[src/hw/rtl/assert_macros.svh]
// Assertion helpers for the deque. Every check samples on the rising edge of
// clk_i and is switched off while rst_ni is low.
`ifndef ASSERT_MACROS_SVH
`define ASSERT_MACROS_SVH

`define DQS_ASSERT(label, prop, msg) \
  label: assert property (@(posedge clk_i) disable iff (!rst_ni) (prop)) else $error(msg);

`define DQS_ASSERT_IMPL(label, ante, cons, msg) \
  label: assert property (@(posedge clk_i) disable iff (!rst_ni) (ante) |-> (cons)) \
    else $error(msg);

`define DQS_ASSERT_NEXT(label, ante, cons, msg) \
  label: assert property (@(posedge clk_i) disable iff (!rst_ni) (ante) |=> (cons)) \
    else $error(msg);

`endif

[src/hw/rtl/dqs_pkg.sv]
package dqs_pkg;

  localparam int DEPTH     = 16;
  localparam int IDX_W     = (DEPTH > 1) ? $clog2(DEPTH) : 1;
  localparam int CNT_W     = $clog2(DEPTH + 1);
  localparam int DATA_W    = 32;
  localparam int ACT_W     = 3;
  localparam int STATUS_W  = 3;
  localparam int POS_W     = 4;
  localparam int CNT_OUT_W = 5;

  typedef enum logic [ACT_W-1:0] {
    ACT_PUSH_FRONT = 3'd0,
    ACT_PUSH_BACK  = 3'd1,
    ACT_POP_FRONT  = 3'd2,
    ACT_POP_BACK   = 3'd3,
    ACT_CLEAR      = 3'd4,
    ACT_SEARCH     = 3'd5
  } act_e;

  typedef enum logic [STATUS_W-1:0] {
    STS_OK       = 3'd0,
    STS_EMPTY    = 3'd1,
    STS_FULL     = 3'd2,
    STS_FOUND    = 3'd3,
    STS_NOTFOUND = 3'd4
  } status_e;

  typedef enum logic [2:0] {
    OP_HOLD,
    OP_SHIFT_BACK,
    OP_SHIFT_FRONT,
    OP_LOAD,
    OP_MATCH,
    OP_SCAN
  } cell_op_e;

  typedef enum logic {
    FSM_IDLE,
    FSM_SCAN
  } state_e;

  // Command broadcast to every cell of the chain.
  typedef struct packed {
    cell_op_e                 op;
    logic signed [DATA_W-1:0] word;
  } cell_ctl_t;

endpackage

[src/hw/rtl/dqs_cell.sv]
module dqs_cell
  import dqs_pkg::*;
(
  input  logic                     clk_i,
  input  logic                     rst_ni,
  input  cell_ctl_t                ctl_i,
  input  logic                     sel_i,
  input  logic                     in_range_i,
  input  logic signed [DATA_W-1:0] front_data_i,
  input  logic signed [DATA_W-1:0] back_data_i,
  input  logic                     back_hit_i,
  output logic signed [DATA_W-1:0] data_o,
  output logic                     hit_o
);

  logic signed [DATA_W-1:0] data_d, data_q;
  logic                     hit_d, hit_q;

  always_comb begin
    data_d = data_q;
    hit_d  = 1'b0;
    case (ctl_i.op)
      OP_SHIFT_BACK:  data_d = front_data_i;
      OP_SHIFT_FRONT: data_d = back_data_i;
      OP_LOAD: begin
        if (sel_i) data_d = ctl_i.word;
      end
      OP_MATCH:       hit_d = in_range_i && (data_q == ctl_i.word);
      // Match flags move one place toward the front per scan step.
      OP_SCAN:        hit_d = back_hit_i;
      default:        hit_d = 1'b0;
    endcase
  end

  always_ff @(posedge clk_i) begin
    data_q <= data_d;
  end

  always_ff @(posedge clk_i or negedge rst_ni) begin
    if (!rst_ni) begin
      hit_q <= 1'b0;
    end else begin
      hit_q <= hit_d;
    end
  end

  assign data_o = data_q;
  assign hit_o  = hit_q;

endmodule

[config.mk]
export PLATFORM = sky130hd
export DESIGN_NAME = dqs_cell
export DESIGN_NICKNAME = d
export VERILOG_FILES = /design/src/hw/rtl/assert_macros.svh /design/src/hw/rtl/dqs_pkg.sv /design/src/hw/rtl/dqs_cell.sv
export SDC_FILE = /design/constraint.sdc
export NUM_CORES = 1
export LEC_CHECK = 0
export BUFFER_PORTS_ARGS = -buffer_cell sky130_fd_sc_hd__buf_2
export CORE_ASPECT_RATIO = 0.6
export CORE_MARGIN = 5
export CORE_UTILIZATION = 45
export DETAILED_ROUTE_END_ITERATION = 10
export PLACE_DENSITY_LB_ADDON = 0.25
export SLEW_MARGIN = 20
export SYNTH_ARGS = -nofsm -noshare
export SYNTH_HDL_FRONTEND = slang
export SYNTH_SLANG_ARGS = --single-unit
[constraint.sdc]
create_clock -name clk_i -period 1.91 [get_ports clk_i]
set_input_delay 0.2865 -clock clk_i [delete_from_list [all_inputs] [get_ports clk_i]]
set_output_delay 0.2865 -clock clk_i [all_outputs]
set_load 0.1 [all_outputs]
# Yosys cells after proc, flatten, opt, wreduce, memory -nomap -nowiden
# Index checks and enable logic that the tools add are counted.
# W data, S select, Z words.
# word_totals
regBits	33
latchBits	0
mem_bits_rw	0
rom_bits	0
word_cells	15
n_memories	0
# classes
add_sub_neg	0
multipliers	0
n_div	0
n_lt_le_gt_ge	0
n_eq_ne	7
shift	0
n_mux	3
bitwise	0
reduce_logical	3
# op_table
cell	n
$pmux W32 S3	1
$eq A32 B32 Y1	1
$mux W32	1
$eq A3 B2 Y1 const B	2
$eq A3 B3 Y1 const B	2
$eq A3 B1 Y1 const B	1
$reduce_bool A3 Y1	1
$ne A2 B2 Y1 const B	1
$pmux W1 S2	1
$reduce_and A2 Y1	1
$logic_and A1 B1 Y1	1

# Depth between registers and ports, before layout
# Gate-level depths: netlist of the first run.
# logic_depth
ltp_word	3
ltp_mapped	5

# Worst setup path after synthesis of the first run
# No wires, ideal clock.
# synth_path
path_kind	input to register
from	input port ctl_i[32] (netlist bit)
to	register data_q[0] (netlist: data_o[0]), enable pin
setup_ps	461
t_arrival_ps	2859
required_ps	1449
setup_slack_ps	-1410
stages	5
path_cell_list	buf_8 -> buf_6 -> nand2_1 -> nor2_1 -> nor3_1
# synth_via
elab_chain_cells	3
elab_cells_between_ends	6
cone_classes	4 x eq/ne; 2 x reduce/logical
# synth_rtl
item	line	text
from (decl)	dqs_cell.sv:6	input cell_ctl_t ctl_i,
$eq A3 B2 Y1 / $eq A3 B1 Y1 (equally long branches)	dqs_cell.sv:22	case (ctl_i.op)
$ne A2 B2 Y1 (no line) / $reduce_bool A3 Y1 (equally long branches)	n/a	
$reduce_and A2 Y1 (no line) (*)	n/a	
to (signal assigned)	dqs_cell.sv:36	data_q <= data_d;
to (decl)	dqs_cell.sv:16	logic signed [DATA_W-1:0] data_d, data_q;
# Every way passes the cells marked *; elsewhere a longest branch is shown, timed or not.
# A chain may end at the register's enable or synchronous reset.

# Worst setup path in the final report of the first run
# layout_path
from	register data_q[20] (netlist: data_o[20])
to	register hit_q (netlist: hit_o)
# layout_via
elab_chain_cells	3
# layout_rtl
item	line	text
$eq A32 B32 Y1	dqs_cell.sv:28	OP_MATCH: hit_d = in_range_i && (data_q == ctl_i.word);
$logic_and A1 B1 Y1	dqs_cell.sv:28	
$pmux W1 S2	dqs_cell.sv:22	
net hit_d	dqs_cell.sv:17	logic hit_d, hit_q;
to (signal assigned)	dqs_cell.sv:43	hit_q <= hit_d;
to (decl)	dqs_cell.sv:17	
# The timed path passes the listed nets, and every way through them passes these cells.

==> results of run 1 <==
## placed cells by master (no fill, tap or decap), types with 2 or more instances in the layout
master	netlist	layout
buf_2	6	136
buf_4	2	5
clkbuf_8	0	5
edfxtp_1	32	32
mux2i_1	32	32
nand2_1	33	33
nand4_1	5	5
nor2_1	2	2
nor4_1	3	3
o21ai_0	27	27
o21ai_1	6	6
xnor2_1	17	17
xor2_1	15	15
## critical path: stages (launching register included)
cell      delay [ps]
edfxtp_1         390
xnor2_1          260
nand4_1          160
nor4_1           300
nand4_1          120
o21ai_1          130
## per-layer routing
metal  wire length [um]  global-route usage, %  vias up
met2               2460                   27.9       84
met4                 23                   5.18        0
met3                640                   7.47        2
met5                  0                      0        -
li1                   -                      -      962
met1               2500                   24.8      827
## final timing paths
path / start / end
worst min register to register: data_o[24] / hit_o
worst max register to register: data_o[20] / hit_o
worst max-delay path: data_o[20] / hit_o
max in group asynchronous: rst_ni / hit_o
worst min-delay path: front_data_i[15] / data_o[15]
min in group asynchronous: rst_ni / hit_o
## sequential cells by signal (all words and copies together), names as in the netlist
name / count
data_o: 32
hit_o: 1
## cell type report
type	instances	area (um2)
flip-flops and latches	33	986
multi-input cells	147	1020
clock buffers	6	72.6
fillers	416	1610
clock inverters	1	3.75
well taps	63	78.8
repair buffers	143	748
## per-stage QoR
stage	area (um2)	cells	setup WS (ps)	hold slack [ps]
after floorplan	2080	191	19.7	-9.09
after global placement	2830	385	467	61.3
after detailed placement	2830	385	479	63.6
after CTS	2910	393	468	272
after global routing	2910	393	375	278
final	2910	393	470	280
## cells by family (layout without fill, tap and decap cells)
group,after synthesis,in the layout,synth area share (%)
buf+inv,11,150,3.63
simple gates,50,50,11.7
xor+xnor,32,32,13.5
flops,33,33,47.6
mux,32,32,15.5
compound gates,33,33,7.98
## power by group
group	switching [uW]	leakage (uW)	internal, uW
logic	718	0.00103	245
registers	45.1	0.000315	886
clock network	228	0.0000387	245
==> qor.log, run 1 <==
qor: outcome.run_status finished, final reports clean
qor: yosys.number_of_enable_type_register_cells_in_the_synthesized_netlist 32
qor: timing.setup_viol_count_final 0
qor: critical_path.worst-path-max-fanout 2
qor: global_routing.maximum_number_of_pins_on_one_net_before_global_route_repair 37
qor: global_routing.grt_pass1_wl 9080 um
qor: drt.routed-via-count 1875
qor: floorplanning.floorplan.die.height 62.5 um
qor: global_routing.antenna_violations_before_repair 0
qor: hold_path.worst_hold_stages 3
qor: timing.slew_violations 0
qor: clock_network.clockRootBuffer clkbuf_8
qor: clock_network.holdBufCountCts 1
qor: drt.drcViolationCount 0
qor: drt.drc_violation_total_after_the_first_tritonroute_iteration 70
qor: timing.finClkSkew 4.77 ps
qor: yosys.seq_area_frac_synth 47.6%
qor: critical_path.r2r_cells 5
qor: global_routing.grt_overflow 0
qor: floorplanning.floorplan.initialDensity 45.8%
qor: timing.timing_worst_slew_pin_value 502 ps
qor: clock_network.insertion_delay 280 ps
qor: yosys.synth_most_common_cell nand2_1
qor: global_routing.via_count_of_the_first_global_routing_pass 1887
qor: timing.slew_headroom 66.8%
qor: yosys.syn-instance-count 191
qor: yosys.netlist.top_cell.by_area edfxtp_1
qor: timing.final_period_minus_worst_setup_slack 1440 ps
qor: hold_path.path_type_of_the_worst_min_delay_path in2reg
qor: critical_path.path_type_of_the_worst_setup_path reg2reg
qor: critical_path.crit_arrival 1640 ps
qor: clock_network.clk_transition_reported_paths 60 ps
qor: drt.ant_nets 0
qor: power_and_ir_drop.pwr_density_cell 813 mW/mm2
qor: yosys.synth_area_leaders edfxtp_1 (46%), mux2i_1 (15%), xnor2_1 (7.2%)
qor: layout.num-nets-final 434
qor: clock_network.cts-root-to-sink-buffers 2
qor: yosys.postSynthNetCount 295
qor: layout.antenna_cells 0
qor: floorplanning.fp-row-count 19
qor: floorplanning.die_area 0.00610 mm2
qor: yosys.yosys_warnings 0
qor: drt.detailedRoute.firstPassIterationCount 4
qor: timing.finalHoldViolCount 0
qor: timing.rsz0062_at_grt no
qor: clock_network.post_cts_buffers 0
qor: power_and_ir_drop.total_leakage_power 0.00138 uW
qor: drt.totalWireLength 5630 um
qor: yosys.cell_area_after_synthesis 0.00207 mm2
qor: run.drv_cap 0
qor: yosys.synth_cell_types 22
qor: global_routing.grt.total_usage 18.6%
qor: drt.avgViaCountPerCell 4.77
qor: power_and_ir_drop.vdd.ir_drop.worst 0.408 mV
qor: yosys.most_instantiated_cells_after_synthesis nand2_1 (33), edfxtp_1 (32), mux2i_1 (32), o21ai_0 (27), xnor2_1 (17)
qor: placement.finalWeightedCongestion 0.825
qor: drt.avgRoutedWirePerCell 14.3 um
qor: clock_network.cts_resized 0
qor: critical_path.cp.required 2110 ps
qor: timing.setup_tns 0 ps
qor: floorplanning.area_of_the_placeable_core 0.00452 mm2
qor: power_and_ir_drop.total_power 2370 uW
qor: placement.place_hpwl 4640 um
qor: floorplanning.die_w 97.6 um
qor: layout.area_growth_syn_to_layout 40.7%
qor: floorplanning.ios 137
qor: clock_network.clock_sink_count 33
qor: critical_path.critical_path.startpoint_type flip-flop
qor: timing.period_share 75.4%
qor: yosys.synth_seq_cells 33
qor: yosys.ys.flop_type edfxtp_1
qor: critical_path.worst-r2r-setup-slack 470 ps
qor: yosys.synth_async_sr_flop_share 3.03%
qor: layout.final_core_util 64.5%
qor: clock_network.htree_num_levels 2
qor: layout.layout-drive-gt1-share 45.5%
qor: yosys.syn_area_cell 10.8 um2
qor: timing.fmax 694 MHz
qor: clock_network.tritoncts built
qor: yosys.post-synth-top-area-fraction 46.4%
qor: critical_path.capturing_element_type_of_the_critical_path flip-flop
qor: clock_network.cts-buffers-inserted 5
qor: placement.buffer_ports.inserted 136
Note: power is estimated with default switching activity, not from simulation.
==> inputs of run 2 (changes only) <==
ABC_AREA = 1   (was not set)
CORE_UTILIZATION = 40   (was 45)
clock period = 1.25 ns   (was 1.91 ns; I/O delays follow)
==> run 2 against run 1 <==
First-iteration DRC count grew 74%. Non-clock buffer count grew 37. Worst setup slack lost 460 ps. Fmax grew 16%. Count of clock-buffer cells in the layout shrank 1. Synthesized cell count grew 75%. Sequential share of layout area shrank 9.8 points. Clock skew shrank 0.90 ps.
==> qor.log, run 2 <==
qor: outcome.run_status finished, final reports clean
qor: layout.final_common_cell nand2_1
qor: yosys.synth_top_family_by_area simple AND/OR/NAND/NOR gates
qor: timing.setup_viol_count_final 0 [unchanged]
qor: critical_path.timing.rr.end hit_o
qor: timing.slew_headroom 67.9% [+1.1 points]
qor: yosys.synth_async_sr_flop_share 3.03% [unchanged]
qor: critical_path.cp.required 1470 ps [-640 ps]
qor: drt.routed-via-count 2788 [+49%]
qor: clock_network.clk_transition_reported_paths 70 ps [about the same]
qor: yosys.syn-instance-count 335 [+75%]
qor: timing.timing_worst_slew_pin_value 485 ps [-16.7 ps]
qor: drt.avgViaCountPerCell 4.69 [-1.6%]
qor: clock_network.post_cts_buffers 0 [unchanged]
qor: global_routing.grt_pass1_wl 13300 um [+46%]
qor: global_routing.antenna_violations_before_repair 0 [unchanged]
qor: timing.period_share 99.5% [+24 points]
qor: yosys.syn_area_cell 7.26 um2 [-33%]
qor: floorplanning.ios 137 [unchanged]
qor: floorplanning.area_of_the_placeable_core 0.00600 mm2 [+33%]
qor: yosys.most_instantiated_cells_after_synthesis nand2_1 (129), inv_1 (59), nand3_1 (39), edfxtp_1 (32), nor2_1 (21)
qor: run.drv_cap 0 [unchanged]
qor: yosys.cell_area_after_synthesis 0.00243 mm2 [+18%]
qor: placement.buffer_ports.inserted 136 [unchanged]
qor: timing.slew_violations 0 [unchanged]
qor: placement.place_hpwl 6570 um [+42%]
qor: timing.finalHoldViolCount 0 [unchanged]
qor: floorplanning.fp-row-count 22 [+3]
qor: yosys.seq_area_frac_synth 40.5% [-7.1 points]
qor: floorplanning.floorplan.die.height 70.4 um [+13%]
qor: clock_network.tritoncts built
qor: global_routing.grt_overflow 0 [unchanged]
qor: critical_path.critical_path.startpoint_type flip-flop
qor: clock_network.clockRootBuffer clkbuf_8
qor: clock_network.clock_sink_count 33 [unchanged]
qor: clock_network.cts-buffers-inserted 5 [unchanged]
qor: yosys.post-synth-top-area-fraction 39.5% [-6.9 points]
qor: yosys.ys.flop_type edfxtp_1
qor: timing.finClkSkew 3.87 ps [-0.903 ps]
qor: yosys.post_synth_and_or_nand_nor_area_fraction 32.5% [+21 points]
qor: power_and_ir_drop.total_leakage_power 0.00217 uW [+57%]
qor: hold_path.worst_hold_path.endpoint hit_o
qor: yosys.netlist.top_cell.by_area edfxtp_1
qor: hold_path.holdCritStartpoint in_range_i
qor: floorplanning.die_w 111 um [+13%]
qor: hold_path.worst_hold_stages 3 [unchanged]
qor: yosys.synthMuxAreaShare 0% [-15 points]
qor: layout.layout-drive-gt1-share 40.8% [-4.7 points]
qor: drt.ant_nets 0 [unchanged]
qor: global_routing.maximum_number_of_pins_on_one_net_before_global_route_repair 33 [-11%]
qor: power_and_ir_drop.vdd.ir_drop.worst 0.601 mV [+47%]
qor: yosys.postSynthNetCount 439 [+49%]
qor: timing.fmax 804 MHz [+16%]
qor: floorplanning.floorplan.initialDensity 40.5% [-5.3 points]
qor: clock_network.cts-root-to-sink-buffers 2 [unchanged]
qor: yosys.synth_cell_types 20 [-9.1%]
qor: drt.drcViolationCount 0 [unchanged]
qor: placement.finalWeightedCongestion 0.794 [-3.7%]
qor: layout.largest_register_ffs 32 [unchanged]
qor: yosys.post_synth_fa_ha_maj_area_fraction 0% [unchanged]
qor: clock_network.htree_num_levels 2 [unchanged]
qor: yosys.synth_seq_cells 33 [unchanged]
qor: hold_path.path_type_of_the_worst_min_delay_path in2reg
qor: critical_path.capturing_element_type_of_the_critical_path flip-flop
qor: layout.area_growth_syn_to_layout 68.8%
qor: critical_path.crit_arrival 1460 ps [-180 ps]
qor: placement.dpl-instance-area 0.00399 mm2 [+41%]
qor: yosys.synth_most_common_cell nand2_1
qor: timing.setup_tns 0 ps [unchanged]
qor: critical_path.path_type_of_the_worst_setup_path reg2reg
qor: drt.drc_violation_total_after_the_first_tritonroute_iteration 122 [+74%]
qor: drt.totalWireLength 8230 um [+46%]
qor: clock_network.insertion_delay 280 ps [about the same]
qor: drt.detailedRoute.firstPassIterationCount 7 [+3]
qor: timing.final_period_minus_worst_setup_slack 1240 ps [-196 ps]
qor: drt.avgRoutedWirePerCell 13.9 um [-3.2%]
qor: layout.num-nets-final 613 [+41%]
qor: yosys.synth_compound_area_share 11.5% [+3.5 points]
qor: yosys.yosys_warnings 0 [unchanged]
qor: critical_path.worst-path-max-fanout 3 [+1]
qor: global_routing.via_count_of_the_first_global_routing_pass 2859 [+52%]
qor: global_routing.grt.total_usage 20.7% [+2.2 points]
qor: yosys.synth_area_leaders edfxtp_1 (40%), nand2_1 (20%), inv_1 (9.1%)
qor: layout.final_area 0.00411 mm2 [+41%]
qor: power_and_ir_drop.pwr_density_cell 1080 mW/mm2 [+32%]
qor: yosys.number_of_enable_type_register_cells_in_the_synthesized_netlist 32 [unchanged]
qor: floorplanning.die_area 0.00779 mm2 [+28%]
qor: critical_path.r2r_cells 9 [+4]
qor: layout.antenna_cells 0 [unchanged]
qor: critical_path.regToRegStartpoint data_o[18]
qor: critical_path.worst-r2r-setup-slack 6 ps [-460 ps]
qor: layout.mostFrequentLayoutCells nand2_1 (129), buf_2 (104), inv_1 (59)
qor: yosys.synthXorXnorAreaFrac 1.08% [-12 points]
qor: timing.rsz0062_at_grt yes
[run 2: changes by cell type after synthesis, moves of 3 or more]
cell      before  now
nand3_1        1   39
o21ai_0       27    1
o211ai_2       0   10
o21ai_1        6    0
buf_6          1    8
nor2_1         2   21
o211ai_1       0   19
mux2i_1       32    0
nand2_1       33  129
nor4_1         3    0
xor2_1        15    3
xnor2_1       17    0
nand4_1        5    1
inv_1          0   59
[run 2: repair_timing]
| action | CTS | global route |
|---|---|---|
| pin swaps | 12 | 8 |
| setup endpoints to repair | 1 | 7 |
| endpoints found under the hold margin | 1 | 0 |
| resized for setup | 2 | 6 |
| hold buffers | 1 | 0 |
[run 2: kinds of logic after synthesis]
family	count (synthesis)
DFF	33
buffers and inverters	74
xor gates and xnor gates	3
and+or+nand+nor	194
AOI/OAI and AO/OA	31
[run 2: area by class of cell]
type | count | area, um2
Clock buffer | 5 | 68.8
Multi-Input combinational cell | 228 | 1130
Timing Repair Buffer | 180 | 1560
Clock inverter | 3 | 17.5
Fill cell | 519 | 1900
Inverter | 61 | 244
Tap cell | 84 | 105
Sequential cell | 33 | 986
[run 2: critical path: stages (launching register included)]
cell	delay, ps
edfxtp_1	450
nand2_1	110
nand2_1	70
nor2_2	90
nand2_1	70
nor2_2	100
nand2_1	60
nor2_2	110
nand3_1	70
nand2_1	60
[run 2: worst max-delay path by stage]
stage | startpoint | endpoint | cells past startpoint
6_report | data_o[18] | hit_o | 9
5_1_grt | data_o[19] | hit_o | 9
4_1_cts | data_o[8] | hit_o | 8
3_5_place_dp | ctl_i[34] | data_o[29] | 5
3_3_place_gp | ctl_i[34] | data_o[17] | 5
2_1_floorplan | data_o[20] | hit_o | 10
[run 2: per-stage QoR]
step                hold WS, ps  setup slack (ps)  power [uW]  utilization [%]  std cells
finish                      130              6.33        4420             68.4        594
global placement          -37.9             -49.2        3610             66.4        585
floorplan                  -108              -434        2680                -        335
global route                145              -143        4640             68.4        594
detailed placement        -36.6             -81.7        3650             66.4        585
CTS                         127             -3.57        4440             68.1        594
[run 2: power breakdown]
group | switching [uW] | total [uW] | internal (uW)
Combinational | 1330 | 2190 | 860
Sequential | 88.7 | 1450 | 1360
Clock | 395 | 779 | 384
[run 2: routing by layer]
| layer | wire [um] | up-vias | part of all wire, % | track usage, % |
|---|---|---|---|---|
| met3 | 697 | 8 | 8.5 | 5.54 |
| met2 | 3720 | 113 | 45 | 33.5 |
| met4 | 52 | 0 | 0.63 | 3.96 |
| met1 | 3770 | 1250 | 46 | 28.2 |
| li1 | - | 1417 | - | - |
| met5 | 0 | - | 0 | 0 |
==> inputs of run 3 (changes only) <==
PLACE_DENSITY = 0.86   (was not set)
PLACE_DENSITY_LB_ADDON = not set   (was 0.25)
==> run 3 against run 2 <==
The run now ends with setup timing left. Die area did not move. Count of clock-buffer cells in the layout rose by 1. Clock skew rose by 3.1 ps. Critical path type unchanged. Worst setup slack got worse by 28 ps. Via count rose by 4.8%. Final area fell by 0.12%. Final cell count did not move. Wire length rose by 5.4%. Global-route usage rose by 1.4 points. Power barely moved. Sequential power barely moved.
==> qor.log, run 3 (same netlist as run 2, synthesis figures left out) <==
qor: outcome.run_status finished, violations left
qor: outcome.violations setup timing
qor: timing.setup_tns -22.0 ps [-22.0 ps]
qor: timing.final_period_minus_worst_setup_slack 1270 ps [+28.3 ps]
qor: layout.regArea 986 um2 [unchanged]
qor: clock_network.insertion_delay 280 ps [about the same]
qor: timing.slew_violations 0 [unchanged]
qor: layout.multiInputGateArea 0.00112 mm2 [-0.66%]
qor: clock_network.cts-buffers-inserted 5 [unchanged]
qor: clock_network.tritoncts built
qor: drt.drc_violation_total_after_the_first_tritonroute_iteration 179 [+47%]
qor: timing.period_share 102% [+2.3 points]
qor: drt.totalWireLength 8680 um [+5.4%]
qor: critical_path.critical_path.slowest_cell edfxtp_1
qor: hold_path.path_type_of_the_worst_min_delay_path in2reg
qor: timing.rsz0062_at_grt yes
qor: critical_path.capturing_element_type_of_the_critical_path flip-flop
qor: power_and_ir_drop.share_of_total_power_in_combinational_logic 50.0% [+0.4 points]
qor: timing.worst_slack -22.0 ps [-28.3 ps]
qor: placement.finalWeightedCongestion 0.828 [+4.2%]
qor: critical_path.setup.worst_path.start data_o[16]
qor: critical_path.path_type_of_the_worst_setup_path reg2reg
qor: layout.layout-drive-gt1-share 40.0% [-0.78 points]
qor: power_and_ir_drop.total_power 4420 uW [about the same]
qor: floorplanning.floorplan.initialDensity 40.5% [unchanged]
qor: floorplanning.die_w 111 um [unchanged]
qor: layout.antenna_cells 0 [unchanged]
qor: hold_path.holdCritStartpoint in_range_i
qor: timing.setup_viol_count_final 1 [+1]
qor: run.drv_cap 0 [unchanged]
qor: clock_network.clock_sink_count 33 [unchanged]
qor: power_and_ir_drop.pwr_density_cell 1080 mW/mm2 [about the same]
qor: clock_network.htree_num_levels 2 [unchanged]
qor: timing.slew_headroom 67.0% [-0.85 points]
qor: timing.finClkSkew 6.92 ps [+3.05 ps]
qor: drt.ant_nets 0 [unchanged]
qor: global_routing.via_count_of_the_first_global_routing_pass 2988 [+4.5%]
qor: layout.fill_cells 509 [-1.9%]
qor: floorplanning.floorplan.die.height 70.4 um [unchanged]
qor: global_routing.grt_overflow 0 [unchanged]
qor: floorplanning.area_of_the_placeable_core 0.00600 mm2 [unchanged]
qor: global_routing.grt.total_usage 22.1% [+1.4 points]
qor: floorplanning.fp-row-count 22 [unchanged]
qor: critical_path.crit_arrival 1480 ps [+20 ps]
qor: critical_path.crit_top_cell nand2_1
qor: power_and_ir_drop.intPower 2610 uW [+0.33%]
qor: layout.area_growth_syn_to_layout 68.6%
qor: floorplanning.ios 137 [unchanged]
qor: floorplanning.die_area 0.00779 mm2 [unchanged]
qor: clock_network.clk_transition_reported_paths 60 ps [about the same]
qor: global_routing.antenna_violations_before_repair 0 [unchanged]
qor: global_routing.grt_pass1_wl 14000 um [+5.1%]
qor: placement.buffer_ports.inserted 136 [unchanged]
qor: drt.avgViaCountPerCell 4.92 [+4.8%]
qor: power_and_ir_drop.total_leakage_power 0.00218 uW [+0.18%]
qor: critical_path.worst-path-max-fanout 3 [unchanged]
qor: clock_network.cts-root-to-sink-buffers 2 [unchanged]
qor: drt.drcViolationCount 0 [unchanged]
qor: layout.num-nets-final 613 [unchanged]
qor: timing.finalHoldViolCount 0 [unchanged]
qor: drt.routed-via-count 2923 [+4.8%]
qor: power_and_ir_drop.switching_power_summed_over_all_nets 1810 uW [-0.54%]
qor: timing.fmax 786 MHz [-2.2%]
qor: critical_path.worstPathCellList nand2_1 -> nand2_1 -> nor2_2 -> nand2_1 -> nor2_2 -> nand2_1 -> nor2_1 -> nand3_1 -> nand2_1
qor: power_and_ir_drop.netSwitchingFraction 40.9% [-0.21 points]
qor: critical_path.regToRegStartpoint data_o[16]
qor: critical_path.critPathMaxStageDelay 420 ps [-30 ps]
qor: timing.timing_worst_slew_pin_value 498 ps [+12.8 ps]
qor: critical_path.cp.required 1460 ps [about the same]
qor: global_routing.maximum_number_of_pins_on_one_net_before_global_route_repair 33 [unchanged]
qor: layout.final_common_cell nand2_1
qor: layout.largest_register_ffs 32 [unchanged]
qor: power_and_ir_drop.clock_power_share 17.1% [-0.5 points]
qor: placement.place_hpwl 7050 um [+7.3%]
qor: drt.detailedRoute.firstPassIterationCount 5 [-2]
qor: power_and_ir_drop.vdd.ir_drop.worst 0.569 mV [-5.2%]
qor: drt.avgRoutedWirePerCell 14.6 um [+5.4%]
qor: power_and_ir_drop.share_seq_of_total_power 32.9% [+0.2 points]
qor: layout.mostFrequentLayoutCells nand2_1 (129), buf_2 (104), inv_1 (59)
qor: clock_network.clockRootBuffer clkbuf_8
qor: critical_path.critical_path.startpoint_type flip-flop
-- run 3: cell types whose count changed in the layout (fill, tap and decap cells not counted), sizes merged --
| cell | delta |
|---|---|
| clkbuf | +1 |
| clkinvlp | -1 |
-- run 3: per-stage QoR --
stage               area [um2]  hold WS (ps)  setup slack, ps  cells  utilization, %
floorplan                 2470          -108             -434    335               -
global placement          3970         -37.8            -50.3    585            66.2
detailed placement        3970         -34.5            -86.6    585            66.2
CTS                       4070           137            -24.6    594            67.8
global route              4100           159             -163    594            68.3
finish                    4100           146            -22.0    594            68.3
-- run 3: cell type report --
type	count	share of cell area [%]
clock inverter	2	0.244
tap	84	2.56
clock buffer	6	1.77
timing repair buffer	180	38.1
inverter	61	5.95
sequential	33	24.0
multi-input combinational	228	27.3
-- run 3: timing repair --
action / in CTS / in global routing
resized for setup: 1 / 9
pin swaps: 7 / 2
setup endpoints to repair: 1 / 12
buffers inserted: 0 / 2
hold buffers: 1 / 0
endpoints found under the hold margin: 1 / 0
-- run 3: power groups by stage --
stage / combinational (uW) / clock [uW] / sequential [uW]
3_5_place_dp: 2190 / 0 / 1470
2_1_floorplan: 425 / 0 / 2250
3_3_place_gp: 2130 / 0 / 1460
4_1_cts: 2200 / 782 / 1450
5_1_grt: 2330 / 835 / 1470
6_report: 2210 / 756 / 1450
-- run 3: critical path: cells and delay by family, from the launching register on --
| kind | cells | cell delay (ps) |
|---|---|---|
| DFF | 1 | 420 |
| and+or+nand+nor | 9 | 780 |
-- run 3: path summary, 6_finish.rpt --
check | to | slack (ps) | cells after the start
worst max register to register | hit_o | -20 | 9
worst max-delay path | hit_o | -20 | 9
max in group asynchronous | hit_o | 910 | 2
worst min-delay path | hit_o | 150 | 3
worst min register to register | hit_o | 850 | 9
min in group asynchronous | hit_o | 260 | 2
-- run 3: layer usage --
| layer | vias to the layer above | global-route usage, % | routed length, um |
|---|---|---|---|
| li1 | 1418 | - | - |
| met1 | 1340 | 26.3 | 3460 |
| met2 | 153 | 39.6 | 4340 |
| met3 | 12 | 6.67 | 773 |
| met4 | 0 | 4.64 | 95 |
| met5 | - | 0 | 0 |
